## src/hdl/sqlips_pkg.sv

```systemverilog
package sqlips_pkg;

	localparam int LONGEST_PATTERN_DEF = 7;
	localparam int PAT_COUNT = 26;
	localparam int PAT_MAX_LEN = 7;

	typedef logic [7:0] byte_t;
	typedef logic [8*PAT_MAX_LEN-1:0] pat_txt_t;
	typedef logic [2:0] pat_len_t;

	typedef struct packed {
		byte_t text_byte;
		logic  byte_valid;
		logic  end_of_text;
	} item_t;

	// text is right-aligned: the last character of a pattern sits in bits [7:0]
	localparam pat_txt_t PAT_TXT [PAT_COUNT] = '{
		pat_txt_t'("SELECT"), pat_txt_t'("INSERT"), pat_txt_t'("UPDATE"),
		pat_txt_t'("DELETE"), pat_txt_t'("DROP"), pat_txt_t'("CREATE"),
		pat_txt_t'("ALTER"), pat_txt_t'("EXEC"), pat_txt_t'("EXECUTE"),
		pat_txt_t'("UNION"), pat_txt_t'("DECLARE"), pat_txt_t'("CAST"),
		pat_txt_t'("CONVERT"), pat_txt_t'("SCRIPT"), pat_txt_t'("--"),
		pat_txt_t'("/*"), pat_txt_t'("*/"), pat_txt_t'("XP_"),
		pat_txt_t'("SP_"), pat_txt_t'("0X"), pat_txt_t'("'"),
		pat_txt_t'("\""), pat_txt_t'(";"), pat_txt_t'("="),
		pat_txt_t'("OR"), pat_txt_t'("AND")
	};

	localparam pat_len_t PAT_LEN [PAT_COUNT] = '{
		3'd6, 3'd6, 3'd6, 3'd6, 3'd4, 3'd6, 3'd5, 3'd4, 3'd7,
		3'd5, 3'd7, 3'd4, 3'd7, 3'd6, 3'd2, 3'd2, 3'd2, 3'd3,
		3'd3, 3'd2, 3'd1, 3'd1, 3'd1, 3'd1, 3'd2, 3'd3
	};

	// fold ASCII lower case to upper case, leave every other byte alone
	function automatic byte_t fold_ascii(input byte_t b);
		if (b inside {[8'h61:8'h7a]})
			return b - 8'd32;
		return b;
	endfunction

endpackage

```

## src/hdl/sql_injection_pattern_scanner_top.sv

```systemverilog
// A final request waits in the input register while the result register is
// full. Throughput: one request per cycle while no final request waits;
// all patterns are matched in one stage between the input register and the
// history/result registers. A pending result does not block requests that
// do not end a string. Reset (arst_n low, asynchronous): pipeline and output
// empty, history, byte count and hit flag cleared.
module sql_injection_pattern_scanner_top #(
	parameter int LONGEST_PATTERN = sqlips_pkg::LONGEST_PATTERN_DEF
) (
	input  logic               clk,
	input  logic               arst_n,
	input  logic               in_valid,
	output logic               in_ready,
	input  sqlips_pkg::byte_t  text_byte,
	input  logic               byte_valid,
	input  logic               end_of_text,
	output logic               out_valid,
	input  logic               out_ready,
	output logic               text_safe
);
	import sqlips_pkg::*;

	localparam int HIST  = LONGEST_PATTERN - 1;
	localparam int CNT_W = $clog2(LONGEST_PATTERN);

	item_t                   item_s1;
	logic                    valid_s1;
	logic                    advance;
	logic                    out_free;
	logic                    matcher_hit;
	logic                    match_hit;
	logic [HIST-1:0][7:0]    hist_q;
	logic [CNT_W-1:0]        cnt_q;
	logic                    hit_q;
	logic                    out_valid_q;
	logic                    text_safe_q;

	sqlips_in_stage u_in_stage (
		.clk         (clk),
		.arst_n      (arst_n),
		.in_valid    (in_valid),
		.in_ready    (in_ready),
		.text_byte   (text_byte),
		.byte_valid  (byte_valid),
		.end_of_text (end_of_text),
		.item_s1     (item_s1),
		.valid_s1    (valid_s1),
		.advance     (advance)
	);

	sqlips_matcher #(
		.LONGEST_PATTERN (LONGEST_PATTERN)
	) u_matcher (
		.cur_byte (item_s1.text_byte),
		.hist     (hist_q),
		.hist_cnt (cnt_q),
		.hit      (matcher_hit)
	);

	assign out_free  = !out_valid_q || out_ready;
	// hold a final request in s1 until the result register is free
	assign advance   = valid_s1 && (!item_s1.end_of_text || out_free);
	assign match_hit = item_s1.byte_valid && matcher_hit;

	always_ff @(posedge clk or negedge arst_n) begin
		if (!arst_n) begin
			hist_q <= '0;
			cnt_q  <= '0;
			hit_q  <= 1'b0;
		end else if (advance) begin
			if (item_s1.end_of_text) begin
				hist_q <= '0;
				cnt_q  <= '0;
				hit_q  <= 1'b0;
			end else if (item_s1.byte_valid) begin
				hist_q <= {hist_q[HIST-2:0], item_s1.text_byte};
				if (cnt_q < CNT_W'(HIST))
					cnt_q <= cnt_q + 1'b1;
				hit_q <= hit_q | match_hit;
			end
		end
	end

	always_ff @(posedge clk or negedge arst_n) begin
		if (!arst_n) begin
			out_valid_q <= 1'b0;
		end else if (advance && item_s1.end_of_text) begin
			out_valid_q <= 1'b1;
		end else if (out_ready) begin
			out_valid_q <= 1'b0;
		end
	end

	always_ff @(posedge clk) begin
		if (advance && item_s1.end_of_text)
			text_safe_q <= !(hit_q | match_hit);
	end

	assign out_valid = out_valid_q;
	assign text_safe = text_safe_q;

`ifndef SYNTHESIS
	a_clear_after_end: assert property (@(posedge clk) disable iff (!arst_n)
		advance && item_s1.end_of_text |=> !hit_q && cnt_q == '0)
		else $error("state not cleared after end of string");

	a_cnt_bound: assert property (@(posedge clk) disable iff (!arst_n)
		cnt_q <= CNT_W'(HIST))
		else $error("byte count beyond history depth");

	a_hit_needs_byte: assert property (@(posedge clk) disable iff (!arst_n)
		hit_q |-> cnt_q != '0)
		else $error("hit flag set with empty history");

	a_result_source: assert property (@(posedge clk) disable iff (!arst_n)
		$rose(out_valid_q) |-> $past(advance && item_s1.end_of_text))
		else $error("result raised without a final request");
`endif

endmodule

```

## src/hdl/sqlips_in_stage.sv

```systemverilog
module sqlips_in_stage (
	input  logic                clk,
	input  logic                arst_n,
	input  logic                in_valid,
	output logic                in_ready,
	input  sqlips_pkg::byte_t   text_byte,
	input  logic                byte_valid,
	input  logic                end_of_text,
	output sqlips_pkg::item_t   item_s1,
	output logic                valid_s1,
	input  logic                advance
);
	import sqlips_pkg::*;

	assign in_ready = !valid_s1 || advance;

	always_ff @(posedge clk or negedge arst_n) begin
		if (!arst_n) begin
			valid_s1 <= 1'b0;
		end else if (in_ready) begin
			valid_s1 <= in_valid;
		end
	end

	// fold on the way in so the window only ever holds folded bytes
	always_ff @(posedge clk) begin
		if (in_valid && in_ready) begin
			item_s1.text_byte   <= fold_ascii(text_byte);
			item_s1.byte_valid  <= byte_valid;
			item_s1.end_of_text <= end_of_text;
		end
	end

endmodule

```

## src/hdl/sqlips_matcher.sv

```systemverilog
module sqlips_matcher #(
	parameter int LONGEST_PATTERN = sqlips_pkg::LONGEST_PATTERN_DEF
) (
	input  sqlips_pkg::byte_t                        cur_byte,
	input  logic [LONGEST_PATTERN-2:0][7:0]          hist,
	input  logic [$clog2(LONGEST_PATTERN)-1:0]       hist_cnt,
	output logic                                     hit
);
	import sqlips_pkg::*;

	logic [PAT_MAX_LEN-1:0][7:0] win;

	always_comb begin
		win[0] = cur_byte;
		for (int i = 1; i < PAT_MAX_LEN; i++)
			win[i] = hist[i-1];
	end

	// every pattern up to LONGEST_PATTERN long checked in parallel against the window ending at the new byte
	always_comb begin
		logic ok;
		hit = 1'b0;
		for (int p = 0; p < PAT_COUNT; p++) begin
			ok = (int'(PAT_LEN[p]) <= LONGEST_PATTERN) &&
			     (int'(hist_cnt) + 1 >= int'(PAT_LEN[p]));
			for (int i = 0; i < PAT_MAX_LEN; i++) begin
				if (i < int'(PAT_LEN[p]) && win[i] != PAT_TXT[p][8*i +: 8])
					ok = 1'b0;
			end
			hit = hit | ok;
		end
	end

endmodule
```

## config.mk

```make
export PLATFORM = sky130hd
export DESIGN_NAME = sql_injection_pattern_scanner_top
export DESIGN_NICKNAME = d
export VERILOG_FILES = /design/src/hdl/sqlips_pkg.sv /design/src/hdl/sql_injection_pattern_scanner_top.sv /design/src/hdl/sqlips_in_stage.sv /design/src/hdl/sqlips_matcher.sv
export SDC_FILE = /design/constraint.sdc
export NUM_CORES = 1
export LEC_CHECK = 0
export BUFFER_PORTS_ARGS = -buffer_cell sky130_fd_sc_hd__buf_4
export CAP_MARGIN = 20
export CORE_UTILIZATION = 56
export DETAILED_ROUTE_END_ITERATION = 8
export PLACE_DENSITY = 0.76
export SLEW_MARGIN = 20
export SYNTH_ARGS = -nofsm -noshare
export SYNTH_HDL_FRONTEND = slang
export SYNTH_HIERARCHICAL = 1
export SYNTH_SLANG_ARGS = --single-unit
```

## constraint.sdc

```tcl
create_clock -name clk -period 2.55 [get_ports clk]
set_clock_uncertainty 0.2 [all_clocks]
set_input_delay 0.1275 -clock clk [delete_from_list [all_inputs] [get_ports clk]]
set_output_delay 0.1275 -clock clk [all_outputs]
set_load 0.05 [all_outputs]
```

==> flow_summary.ini <==
[drt]
ant_nets = 0
first_iter_violations = 229
viasPerCell = 6.17
drc_errors = 0
wirelength_um = 13400
firstDrtPassIters = 5
drt-wirelength-per-cell_um = 19.7
vias = 4205

[yosys]
syn_inst = 447
synth-seq-area-share_pct = 40.5
ys_warn_count = 6
synth.avg_cell_area_um2 = 9.29
ys_seq_elements = 65
ys.flop_type = dfrtp_1
syn-num-nets = 467
syn-cell-area_um2 = 4150
synth_edf_count = 11
ys_async_sr_fraction_pct = 83.1
yosysUniqueCellTypes = 65

[run]
drv_cap = 0

[min_path]
worstHoldPathType = in -> async

[timing]
setup_ws_ns = -0.302
hold_slack_ns = 0.162
slew_headroom_pct = 54.4
hold_viol = 0
slew_viol_final = 0
min_period_ns = 2.85
rsz0062_at_grt = yes
setup_viol = 2
worst_pin_slew_ns = 0.683
max_freq_ghz = 0.351
fin_crit_sh_pct = 112

[global_route]
grt_pass1_wl_um = 21000
antenna_found_initial = 0
gr-total-overflow = 0
grt_max_degree = 57
grtUsageTotal_pct = 36.5
grt_pass1_vias = 4106

[worst_setup_path]
critPathBufInv = 1
worstSetupEndpointType = flop
crit_family = simple AND/OR/NAND/NOR gates
cp_cell_sequence = or4b_2 > nor4_2 > buf_4 > nor4bb_1 > a221oi_1 > nand3_1 > a21oi_2 > nor2_1 > mux2_4
cp.required_ns = 2.65
slowest_delay_ns = 0.73
crit_arrival_ns = 2.95
r2r_slack_ns = -0.30
worst_path_max_delay_cell = or4b_2
start_kind = flop
crit_type = reg -> reg
path_max_fanout = 3

[clocking]
path_clk_slew_ns = 0.09
clk_latency_ns = 0.36
htreeDepth = 3
cts_tree = yes
cts_setup_buffers = 0
cts.sinks = 65
cts_max_path_buffers = 2
root_buffer = clkbuf_8
numCtsBuffers = 9

[floorplanning]
fp.dieH_um = 88.1
dieWidth_um = 88.1
core_um2 = 7210
die_area_um2 = 7770
rows = 31
initial_core_util_pct = 57.6
ios = 17

[finish]
fin_util_pct = 77.3
post_route_cells_drive_above_1_share_pct = 30.5
stdcell_count = 682
regArea_um2 = 1680
fillers = 511
area_delta_synth_final_pct = 34.2
nets = 598
n_antenna_cell = 0
multi_input_area_um2 = 2180

[placed_design]
gp_congestion = 0.936
dp.cells = 651
post-dp-hpwl_um = 9380
port_buffers = 16

[pwr]
ir_drop_v = 0.000386
p_leak_nw = 2.25
power_density_nw_per_um2 = 509

[status]
status = finished, violations left
failed_checks = setup timing
-- worst paths after layout --
kind | start | to | cells past startpoint
setup / recovery | u_in_stage/item_s1[7] | hit_q | 9
hold / removal | arst_n | hist_q[1] | 2
setup reg to reg | u_in_stage/item_s1[7] | hit_q | 9
hold reg to reg | hist_q[46] | hist_q[46] | 2
max in group asynchronous | arst_n | hist_q[14] | 2
min in group clk | end_of_text | u_in_stage/item_s1[0] | 2
-- through the flow --
step / cell area, um^2 / total power [W] / setup TNS [ns] / setup slack [ns]
finish: 5580 / 0.00284 / -0.566 / -0.302
CTS: 5550 / 0.00282 / -0.503 / -0.273
global placement: 5160 / 0.00189 / -0.675 / -0.357
detailed placement: 5160 / 0.00192 / -0.604 / -0.319
global route: 5580 / 0.00296 / -0.687 / -0.375
floorplan: 4150 / 0.00154 / -0.215 / -0.114
-- logic make-up after synthesis --
logic type,count (synthesis),synth area share (%)
and+or+nand+nor,195,34.4
buffers and inverters,90,8.73
AOI/OAI and AO/OA,89,14.0
DFF,65,40.5
adders and majority gates,6,1.81
xor gates and xnor gates,1,0.211
muxes,1,0.361
-- cells in the final DEF (no fill, tap or decap), drive strengths merged, types with 11 or more instances in the layout --
cell type      n
buf          133
dfrtp         54
dlygate4sd3   15
edfxtp        11
inv           65
nand2         16
nand4b        52
nor2          13
nor4b         12
o21ai         52
-- sequential cells by signal, summed over array words and instances (netlist names) --
register	flops
hist_q	48
u_in_stage/item_s1	10
text_safe	1
out_valid	1
cnt_q	3
u_in_stage/valid_s1	1
hit_q	1
-- power breakdown --
group	internal (W)	leakage [nW]	switching, W	total, W
registers	0.00112	0.841	0.0000654	0.00119
logic	0.000351	1.31	0.000413	0.000764
clock network	0.000421	0.103	0.000462	0.000883
-- synthesized netlist by cell type (4+ instances only) --
library cell	n	area share (%)
inv_1	62	5.6
dfrtp_1	54	33
nand4b_1	52	11
o21ai_1	48	5.8
nand2_1	16	1.4
nor2_1	13	1.2
clkbuf_1	12	1.1
nor4b_1	12	2.5
edfxtp_1	11	8.0
nand3_1	10	1.2
nor4_1	10	1.5
buf_2	8	0.96
nand4_1	8	1.2
nor4bb_1	8	1.9
nand2b_1	7	1.1
nor3b_1	7	1.3
a21oi_1	6	0.72
and3_1	6	0.90
buf_1	6	0.54
ha_1	6	1.8
nand3b_1	5	0.90
nor3_1	5	0.60
or4bb_1	5	1.4
nor2b_1	4	0.60
o21ai_0	4	0.48
or4b_2	4	0.96
-- layer usage --
| metal | part of all wire (%) | track usage [%] |
|---|---|---|
| met1 | 41 | 45.2 |
| met2 | 50 | 62.0 |
| met3 | 5.2 | 5.94 |
| met4 | 3.6 | 17.7 |
| met5 | 0 | 0 |
-- area by class of cell --
type / instances / area share, %
Multi-Input combinational cell: 292 / 39.1
Sequential cell: 65 / 30.2
Timing Repair Buffer: 148 / 20.8
Inverter: 62 / 4.17
Clock buffer: 10 / 2.67
Tap cell: 99 / 2.22
Clock inverter: 6 / 0.830
-- timing repair --
action,in CTS,in global routing
resized for setup,10,6
setup endpoints to repair,2,2
gates cloned,0,0
hold buffers,15,0
endpoints found under the hold margin,66,0
pin swaps,1,1
(Power assumes the default switching activity.)
